File: src/pit3_pkg.sv
`default_nettype none
package pit3_pkg;

   localparam int CHANNELS = 3;

   typedef enum logic [1:0] {
      OP_WRITE = 2'd0,
      OP_READ  = 2'd1,
      OP_TICK  = 2'd2,
      OP_GATE  = 2'd3
   } op_type;

   localparam logic [1:0] ADDR_CONTROL = 2'd3;

   localparam logic [1:0] ORDER_LATCH     = 2'd0;
   localparam logic [1:0] ORDER_HIGH_ONLY = 2'd2;
   localparam logic [1:0] ORDER_LOW_HIGH  = 2'd3;

   localparam logic [1:0] DRV_LOW    = 2'd0;
   localparam logic [1:0] DRV_HIGH   = 2'd1;
   localparam logic [1:0] DRV_TOGGLE = 2'd2;
   localparam logic [1:0] DRV_KEEP   = 2'd3;

   localparam logic [3:0] ROW_MODE_OUT   = 4'd0;
   localparam logic [3:0] ROW_DOUBLE     = 4'd1;
   localparam logic [3:0] ROW_AUTOSTART  = 4'd2;
   localparam logic [3:0] ROW_START_OUT  = 4'd3;
   localparam logic [3:0] ROW_END_OUT    = 4'd4;
   localparam logic [3:0] ROW_RESTART    = 4'd5;
   localparam logic [3:0] ROW_GLOW_OUT   = 4'd6;
   localparam logic [3:0] ROW_GLOW_STOP  = 4'd7;
   localparam logic [3:0] ROW_GRISE_OUT  = 4'd8;
   localparam logic [3:0] ROW_GRISE_LOAD = 4'd9;

   localparam logic [1:0] MODE_TABLE [10][8] = '{
      '{2'd0, 2'd1, 2'd1, 2'd1, 2'd1, 2'd1, 2'd1, 2'd1},
      '{2'd0, 2'd0, 2'd0, 2'd1, 2'd0, 2'd0, 2'd0, 2'd1},
      '{2'd1, 2'd0, 2'd1, 2'd1, 2'd1, 2'd0, 2'd1, 2'd1},
      '{2'd0, 2'd0, 2'd1, 2'd2, 2'd1, 2'd1, 2'd1, 2'd2},
      '{2'd1, 2'd1, 2'd0, 2'd3, 2'd0, 2'd0, 2'd0, 2'd3},
      '{2'd0, 2'd0, 2'd1, 2'd1, 2'd0, 2'd0, 2'd1, 2'd1},
      '{2'd3, 2'd3, 2'd1, 2'd1, 2'd3, 2'd3, 2'd1, 2'd1},
      '{2'd1, 2'd0, 2'd1, 2'd1, 2'd1, 2'd0, 2'd1, 2'd1},
      '{2'd3, 2'd0, 2'd3, 2'd3, 2'd3, 2'd3, 2'd3, 2'd3},
      '{2'd0, 2'd1, 2'd1, 2'd1, 2'd0, 2'd1, 2'd1, 2'd1}
   };

   typedef struct packed {
      logic [1:0] op;
      logic [1:0] address;
      logic [7:0] write_data;
      logic [7:0] tick_count;
      logic [2:0] gate_levels;
   } item_type;

   function automatic logic [1:0] mode_tbl(input logic [3:0] row, input logic [2:0] mode);
      return MODE_TABLE[row][mode];
   endfunction

   function automatic logic drive_out(input logic [1:0] how, input logic cur);
      logic res;
      case (how)
         DRV_LOW:    res = 1'b0;
         DRV_HIGH:   res = 1'b1;
         DRV_TOGGLE: res = ~cur;
         default:    res = cur;
      endcase
      return res;
   endfunction

endpackage
`default_nettype wire

File: src/pit3_if.sv
`default_nettype none
interface pit3_req_if;
   logic       valid;
   logic       ready;
   logic [1:0] op;
   logic [1:0] address;
   logic [7:0] write_data;
   logic [7:0] tick_count;
   logic [2:0] gate_levels;

   modport source (output valid, op, address, write_data, tick_count, gate_levels,
                   input ready);
   modport sink   (input valid, op, address, write_data, tick_count, gate_levels,
                   output ready);
endinterface

interface pit3_rsp_if;
   logic       valid;
   logic       ready;
   logic [7:0] read_data;
   logic [2:0] out_levels;

   modport source (output valid, read_data, out_levels, input ready);
   modport sink   (input valid, read_data, out_levels, output ready);
endinterface
`default_nettype wire

File: src/pit3_channel.sv
`default_nettype none
module pit3_channel (
   input  wire logic                clock,
   input  wire logic                reset,
   input  wire logic [1:0]          chan_id,
   input  wire logic                step,
   input  wire pit3_pkg::item_type  item,
   output logic [7:0]               rd_byte,
   output logic                     out_next
);
   import pit3_pkg::*;

   typedef struct packed {
      logic [2:0]  mode;
      logic [1:0]  order;
      logic        bptr;
      logic        counting;
      logic        loaded;
      logic        pending;
      logic [15:0] start;
      logic [15:0] count;
      logic [15:0] latched;
      logic        gate;
      logic        out;
   } chan_state_type;

   localparam chan_state_type STATE_RESET = '{
      mode: 3'd0, order: 2'd0, bptr: 1'b0, counting: 1'b0, loaded: 1'b0,
      pending: 1'b0, start: 16'd0, count: 16'd0, latched: 16'd0,
      gate: 1'b1, out: 1'b0
   };

   chan_state_type state_ff, state_in;
   logic [8:0]     dec;
   logic           g1;

   always_comb begin
      state_in = state_ff;
      rd_byte  = 8'd0;
      dec      = 9'd0;
      g1       = item.gate_levels[chan_id];
      case (item.op)
         OP_WRITE: begin
            if (item.address == ADDR_CONTROL) begin
               if (item.write_data[7:6] == chan_id) begin
                  if (item.write_data[5:4] != ORDER_LATCH) begin
                     state_in.order    = item.write_data[5:4];
                     state_in.mode     = item.write_data[3:1];
                     state_in.loaded   = 1'b0;
                     state_in.bptr     = (item.write_data[5:4] == ORDER_HIGH_ONLY);
                     state_in.counting = 1'b0;
                     state_in.out      =
                        (mode_tbl(ROW_MODE_OUT, item.write_data[3:1]) == DRV_HIGH);
                  end else begin
                     state_in.latched = state_ff.count;
                     state_in.bptr    = 1'b0;
                  end
               end
            end else if (item.address == chan_id) begin
               if (state_ff.bptr) state_in.start[15:8] = item.write_data;
               else               state_in.start[7:0]  = item.write_data;
               state_in.bptr = ~state_ff.bptr;
               if (state_ff.order != ORDER_LOW_HIGH || state_ff.bptr) begin
                  state_in.loaded = 1'b1;
                  if (mode_tbl(ROW_AUTOSTART, state_ff.mode) != 2'd0)
                     state_in.pending = 1'b1;
               end
            end
         end
         OP_READ: begin
            if (item.address == chan_id) begin
               rd_byte       = state_ff.bptr ? state_ff.latched[15:8] : state_ff.latched[7:0];
               state_in.bptr = ~state_ff.bptr;
            end
         end
         OP_TICK: begin
            if (state_ff.loaded) begin
               if (state_ff.pending) begin
                  state_in.out     = drive_out(mode_tbl(ROW_START_OUT, state_ff.mode),
                                               state_ff.out);
                  state_in.count   = state_ff.start;
                  state_in.pending = 1'b0;
                  if (state_ff.gate) state_in.counting = 1'b1;
               end
               if (state_in.counting) begin
                  dec = (mode_tbl(ROW_DOUBLE, state_ff.mode) == 2'd1) ?
                        {item.tick_count, 1'b0} : {1'b0, item.tick_count};
                  if (state_in.count > {7'd0, dec} || state_in.count == 16'd0) begin
                     state_in.count = state_in.count - {7'd0, dec};
                  end else begin
                     state_in.out      = drive_out(mode_tbl(ROW_END_OUT, state_ff.mode),
                                                   state_in.out);
                     state_in.counting = 1'b0;
                     if (mode_tbl(ROW_RESTART, state_ff.mode) == 2'd1)
                        state_in.pending = 1'b1;
                  end
               end
            end
         end
         default: begin
            if (state_ff.gate != g1) begin
               if (!g1) begin
                  state_in.out = drive_out(mode_tbl(ROW_GLOW_OUT, state_ff.mode), state_ff.out);
                  if (mode_tbl(ROW_GLOW_STOP, state_ff.mode) == 2'd1)
                     state_in.counting = 1'b0;
               end else begin
                  state_in.counting = 1'b1;
                  state_in.out = drive_out(mode_tbl(ROW_GRISE_OUT, state_ff.mode),
                                           state_ff.out);
                  if (mode_tbl(ROW_GRISE_LOAD, state_ff.mode) == 2'd1)
                     state_in.count = state_ff.start;
               end
            end
            state_in.gate = g1;
         end
      endcase
   end

   assign out_next = state_in.out;

   always_ff @(posedge clock) begin
      if (reset) begin
         state_ff <= STATE_RESET;
      end else if (step) begin
         state_ff <= state_in;
      end
   end

endmodule
`default_nettype wire

File: src/programmable_interval_timer_3ch.sv
// channel  role    payload
// req_bus  sink    op, address, write_data, tick_count, gate_levels
// rsp_bus  source  read_data, out_levels
//
// One word per cycle while the result side is not stalled; each word gives one result,
// which passes the input register, then the per-channel update into the result register.
// Synchronous reset: all channels cleared, gates high, OUT low.
// A stalled result holds the update stage; the input register takes a word while
// the result waits only if the input register is empty.
`default_nettype none
module programmable_interval_timer_3ch (
   input  wire logic clock,
   input  wire logic reset,
   pit3_req_if.sink  req_bus,
   pit3_rsp_if.source rsp_bus
);
   import pit3_pkg::*;

   item_type   item_ff, item_in;
   logic       in_valid_ff;
   logic       rsp_valid_ff;
   logic [7:0] rsp_read_data_ff, rsp_read_data_in;
   logic [2:0] rsp_out_levels_ff, rsp_out_levels_in;
   logic       advance;
   logic       take;
   logic [7:0] rd_vec  [CHANNELS];
   logic       out_vec [CHANNELS];

   assign advance = in_valid_ff && (!rsp_valid_ff || rsp_bus.ready);
   assign req_bus.ready = !in_valid_ff || advance;
   assign take = req_bus.valid && req_bus.ready;

   assign item_in = '{op: req_bus.op, address: req_bus.address,
                      write_data: req_bus.write_data, tick_count: req_bus.tick_count,
                      gate_levels: req_bus.gate_levels};

   for (genvar gi = 0; gi < CHANNELS; gi++) begin : g_chan
      pit3_channel u_chan (
         .clock    (clock),
         .reset    (reset),
         .chan_id  (2'(gi)),
         .step     (advance),
         .item     (item_ff),
         .rd_byte  (rd_vec[gi]),
         .out_next (out_vec[gi])
      );
   end

   always_comb begin
      rsp_read_data_in  = 8'd0;
      rsp_out_levels_in = 3'd0;
      for (int i = 0; i < CHANNELS; i++) begin
         rsp_read_data_in     = rsp_read_data_in | rd_vec[i];
         rsp_out_levels_in[i] = out_vec[i];
      end
   end

   always_ff @(posedge clock) begin
      if (reset) begin
         in_valid_ff  <= 1'b0;
         rsp_valid_ff <= 1'b0;
      end else begin
         if (take)         in_valid_ff <= 1'b1;
         else if (advance) in_valid_ff <= 1'b0;
         if (advance)            rsp_valid_ff <= 1'b1;
         else if (rsp_bus.ready) rsp_valid_ff <= 1'b0;
      end
      if (take) item_ff <= item_in;
      if (advance) begin
         rsp_read_data_ff  <= rsp_read_data_in;
         rsp_out_levels_ff <= rsp_out_levels_in;
      end
   end

   assign rsp_bus.valid      = rsp_valid_ff;
   assign rsp_bus.read_data  = rsp_read_data_ff;
   assign rsp_bus.out_levels = rsp_out_levels_ff;

endmodule
`default_nettype wire

File: src/flat_wrapper.sv
// flat-port wrapper written by rule: the top's interface ports become plain ports
module programmable_interval_timer_3ch_flat import pit3_pkg::*;
  (clock, reset, req_bus_valid, req_bus_op, req_bus_address, req_bus_write_data, req_bus_tick_count, req_bus_gate_levels, req_bus_ready, rsp_bus_valid, rsp_bus_read_data, rsp_bus_out_levels, rsp_bus_ready);
  pit3_req_if req_bus_i ();
  pit3_rsp_if rsp_bus_i ();
  input  wire logic clock;
  input  wire logic reset;
  input wire logic [$bits(req_bus_i.valid)-1:0] req_bus_valid;
  input wire logic [$bits(req_bus_i.op)-1:0] req_bus_op;
  input wire logic [$bits(req_bus_i.address)-1:0] req_bus_address;
  input wire logic [$bits(req_bus_i.write_data)-1:0] req_bus_write_data;
  input wire logic [$bits(req_bus_i.tick_count)-1:0] req_bus_tick_count;
  input wire logic [$bits(req_bus_i.gate_levels)-1:0] req_bus_gate_levels;
  output wire logic [$bits(req_bus_i.ready)-1:0] req_bus_ready;
  output wire logic [$bits(rsp_bus_i.valid)-1:0] rsp_bus_valid;
  output wire logic [$bits(rsp_bus_i.read_data)-1:0] rsp_bus_read_data;
  output wire logic [$bits(rsp_bus_i.out_levels)-1:0] rsp_bus_out_levels;
  input wire logic [$bits(rsp_bus_i.ready)-1:0] rsp_bus_ready;
  assign req_bus_i.valid = req_bus_valid;
  assign req_bus_i.op = req_bus_op;
  assign req_bus_i.address = req_bus_address;
  assign req_bus_i.write_data = req_bus_write_data;
  assign req_bus_i.tick_count = req_bus_tick_count;
  assign req_bus_i.gate_levels = req_bus_gate_levels;
  assign req_bus_ready = req_bus_i.ready;
  assign rsp_bus_valid = rsp_bus_i.valid;
  assign rsp_bus_read_data = rsp_bus_i.read_data;
  assign rsp_bus_out_levels = rsp_bus_i.out_levels;
  assign rsp_bus_i.ready = rsp_bus_ready;
  programmable_interval_timer_3ch u_core (.clock(clock), .reset(reset), .req_bus(req_bus_i), .rsp_bus(rsp_bus_i));
endmodule
File: config.mk
export PLATFORM = sky130hd
export DESIGN_NAME = programmable_interval_timer_3ch_flat
export DESIGN_NICKNAME = d
export VERILOG_FILES = /design/src/pit3_pkg.sv /design/src/pit3_if.sv /design/src/pit3_channel.sv /design/src/programmable_interval_timer_3ch.sv /design/src/flat_wrapper.sv
export SDC_FILE = /design/constraint.sdc
export NUM_CORES = 1
export LEC_CHECK = 0
export ABC_AREA = 1
export BUFFER_PORTS_ARGS = -buffer_cell sky130_fd_sc_hd__buf_2
export CAP_MARGIN = 20
export CELL_PAD_IN_SITES_DETAIL_PLACEMENT = 1
export CELL_PAD_IN_SITES_GLOBAL_PLACEMENT = 2
export CORE_MARGIN = 1
export CORE_UTILIZATION = 39
export CTS_BUF_LIST = sky130_fd_sc_hd__clkbuf_8
export DETAILED_ROUTE_END_ITERATION = 12
export GPL_TIMING_DRIVEN = 1
export PLACE_DENSITY = 0.95
export SKIP_CTS_REPAIR_TIMING = 1
export SYNTH_ARGS = -nofsm -noshare
export SYNTH_HDL_FRONTEND = slang
export SYNTH_HIERARCHICAL = 1
export SYNTH_SLANG_ARGS = --single-unit
export TNS_END_PERCENT = 5
File: constraint.sdc
create_clock -name clock -period 4.6 [get_ports clock]
set_clock_uncertainty 0.15 [all_clocks]
set_input_delay 0.92 -clock clock [delete_from_list [all_inputs] [get_ports clock]]
set_output_delay 0.92 -clock clock [all_outputs]
set_load 0.02 [all_outputs]
==> impl_results.md <==
- Sequential share of power: between 40 and 50%
- Total number of vias: 14000
- Pins Over Slew Limit: 0
- Hold Path Class: flop to flop
- Crit path max fanout: 11
- Sequential area share after synthesis: between 30% and 40%
- Grt total ovfl: 0
- Share of layout cells above drive strength 1: 10.4%
- RSZ-0062 raised after global routing: no
- Kind of end point of the critical path: flop
- GR Util All Layers: 27.1%
- Vias per cell: 5.41
- Commonest cells after routing, fill and taps aside: 496 x nand2_1, 243 x a21oi_1, 219 x inv_1
- Core Region: 0.0338 mm^2
- Leakage power: approximately 6.6 nW
- Die footprint: 0.0354 mm^2
- Worst R2R Setup Slack: 920 ps
- Layout fillers: around 4500
- Rel. slew slack: 36.1%
- Status: finished clean
- Clock tree buffer depth: 3
- Placer Congestion: 0.855
- First-pass GRT wire length: between 70 and 80 mm
- Dpl hpwl: 36.2 mm
- Final TNS setup: 0 ps
- Setup crit start kind: flop
- CTS Buf Count: 41
- Clk_lat worst skew: roughly 560 ps
- Cells after DPL: 2513
- Cell internal pwr: about 3.1 mW
- Max Clk Rate: around 270 MHz
- #FFs+latches synth: 213
- Clock Power Share: 40.6%
- Switching power: around 1.4 mW
- Vias in the first global route: approximately 14000
- Worst hold slack: 325 ps
- Final non-filler cell total: 2585
- Final hold violation count: 0
- Largest net degree at the start of global routing: 50
- Die Y: 188 um
- Mapped Cells: 2046
- Slew @ Worst Pin: 957 ps
- Initial drt markers: 786
- Synth async-reset ratio: 0%
- Switching Share: a little under a third
- Ys flop type: dfxtp_1
- Gate power share: 14.9%
- # nets final: 2171
- Row Count: 67
- IO Count: 40
- Area Overhead vs Synth: 10.2%
- WL final: 48.3 mm
- Mapped Area: 0.0135 mm^2
- Avg WL per Cell: about 19 um
- Final WS setup: 920 ps
- Post-Syn Area per Cell: between 6 and 7 um^2
- Setup slack at placement: between 1000 and 1500 ps
- Clock-pin slew on the worst setup and hold paths: 60 ps
- Peak supply drop: 235 uV
- EDFF count, synth: 34
- Power Density: 302 mW/mm^2
- Worst setup path class: flop to flop
- Crit path required time: 4870 ps
- # Max-Cap Violations: 0
- Most common cell after layout, fill and taps aside: nand2_1
- Post-layout min period: 3680 ps
- H-tree Lvls: 2
- Final setup fails: 0
- Clk root buf: clkbuf_8
- Synth Warn #: 6
- Fin util: 44.0%
- Part of the cycle the worst path needs: 80.0%
- Clock Sinks: ~210
- TritonCTS clock tree: yes
- Buffers on Ports: 39
- Initial antenna violation count: 2
- DRC: 0
- First-pass iteration count of the detailed router: 5
- Die W: 188 um
- Synth unique cells: 40
- Initial Utilization: between 30% and 40%
- CP arrival: 3950 ps
- Antenna viol nets, final: 0
[metrics by stage]
step | cell area, um^2 | power [mW]
floorplan | 13600 | 2.49
finish | 14900 | 4.49
global route | 14900 | 4.69
detailed placement | 14100 | 2.69
CTS | 14900 | 4.53
global placement | 14100 | 2.67
[final cells by class]
type                    count  area [um^2]  share of cell area [%]
multi-input cells        1558         7670                    51.6
diodes                      1         2.50                  0.0168
repair buffers             66          398                    2.67
clock inverters            24          131                   0.883
clock buffers              47          647                    4.35
inverters                 228          863                    5.80
flip-flops and latches    213         4600                    30.9
well taps                 448          561                    3.77
[sequential cells by signal, indices dropped and copies added (netlist names)]
register                       flops
u_core/g_chan.u_chan/state_ff    177
u_core/item_ff                    23
u_core/rsp_bus.read_data           8
u_core/rsp_bus.out_levels          3
u_core/in_valid_ff                 1
u_core/rsp_bus.valid               1
[worst max-delay path, stage by stage (launching register included)]
cell,delay (ps)
dfxtp_1,370
nand2_1,290
clkinv_1,340
nor2_1,180
ha_1,190
inv_1,80
fa_1,470
nand2_1,80
nand2_1,70
nand3_1,100
nand2_1,140
nand2_1,90
nand2_1,70
nand2_2,110
nand2_4,110
nand2_4,170
inv_2,150
nor2_1,110
nor2_1,40
o21ai_0,110
a21oi_1,90
[synthesized netlist by cell type, types with 15 or more instances]
cell type	n	share of area, %
a21oi_1	244	9.0
buf_2	15	0.56
clkbuf_1	30	0.83
dfxtp_1	179	27
edfxtp_1	34	7.6
ha_1	33	3.1
inv_1	205	5.7
nand2_1	496	14
nand2_2	30	1.4
nand3_1	108	4.0
nand4_1	15	0.70
nor2_1	214	5.9
nor2_2	16	0.74
nor3_1	24	0.89
o21ai_0	177	6.6
o21ai_1	50	1.9
xnor2_1	15	0.97
xor2_1	27	1.8
[power groups by stage]
stage / clock network, mW / registers (mW) / logic, mW
after floorplan: 0 / 2.00 / 0.489
after global placement: 0 / 2.03 / 0.640
after detailed placement: 0 / 2.03 / 0.659
after CTS: 1.87 / 2.00 / 0.664
after global routing: 1.94 / 2.00 / 0.742
final: 1.83 / 2.00 / 0.669
[metal layers]
layer / wire [um] / GRT usage, %
met1: 22000 / 35.4
met2: 22500 / 45.0
met3: 2020 / 3.48
met4: 1760 / 10.9
met5: 0 / 0
[logic make-up (layout without fill, tap and decap cells)]
group                      after synthesis  count (layout)  share of synthesized area, %
DFF                                    213             213                          34.1
xor gates and xnor gates                42              42                          2.72
buffers and inverters                  297             365                          9.70
other                                    2              25                        0.0556
adders and majority gates               36              36                          3.50
AOI/OAI and AO/OA                      516             516                          20.0
and+or+nand+nor                        940             940                          29.9
[final timing paths]
| kind | start | end | cells after the start |
|---|---|---|---|
| hold / removal | u_core/g_chan[0].u_chan/state_ff[43]$_SDFFE_PP0P_ | u_core/g_chan[0].u_chan/state_ff[43]$_SDFFE_PP0P_ | 2 |
| setup / recovery | u_core/g_chan[2].u_chan/state_ff[57]$_SDFFE_PP0P_ | u_core/g_chan[2].u_chan/state_ff[20]$_SDFFE_PP0P_ | 20 |
| setup reg to reg | u_core/g_chan[2].u_chan/state_ff[57]$_SDFFE_PP0P_ | u_core/g_chan[2].u_chan/state_ff[20]$_SDFFE_PP0P_ | 20 |
| hold reg to reg | u_core/g_chan[0].u_chan/state_ff[43]$_SDFFE_PP0P_ | u_core/g_chan[0].u_chan/state_ff[43]$_SDFFE_PP0P_ | 2 |
(Power assumes the default switching activity.)
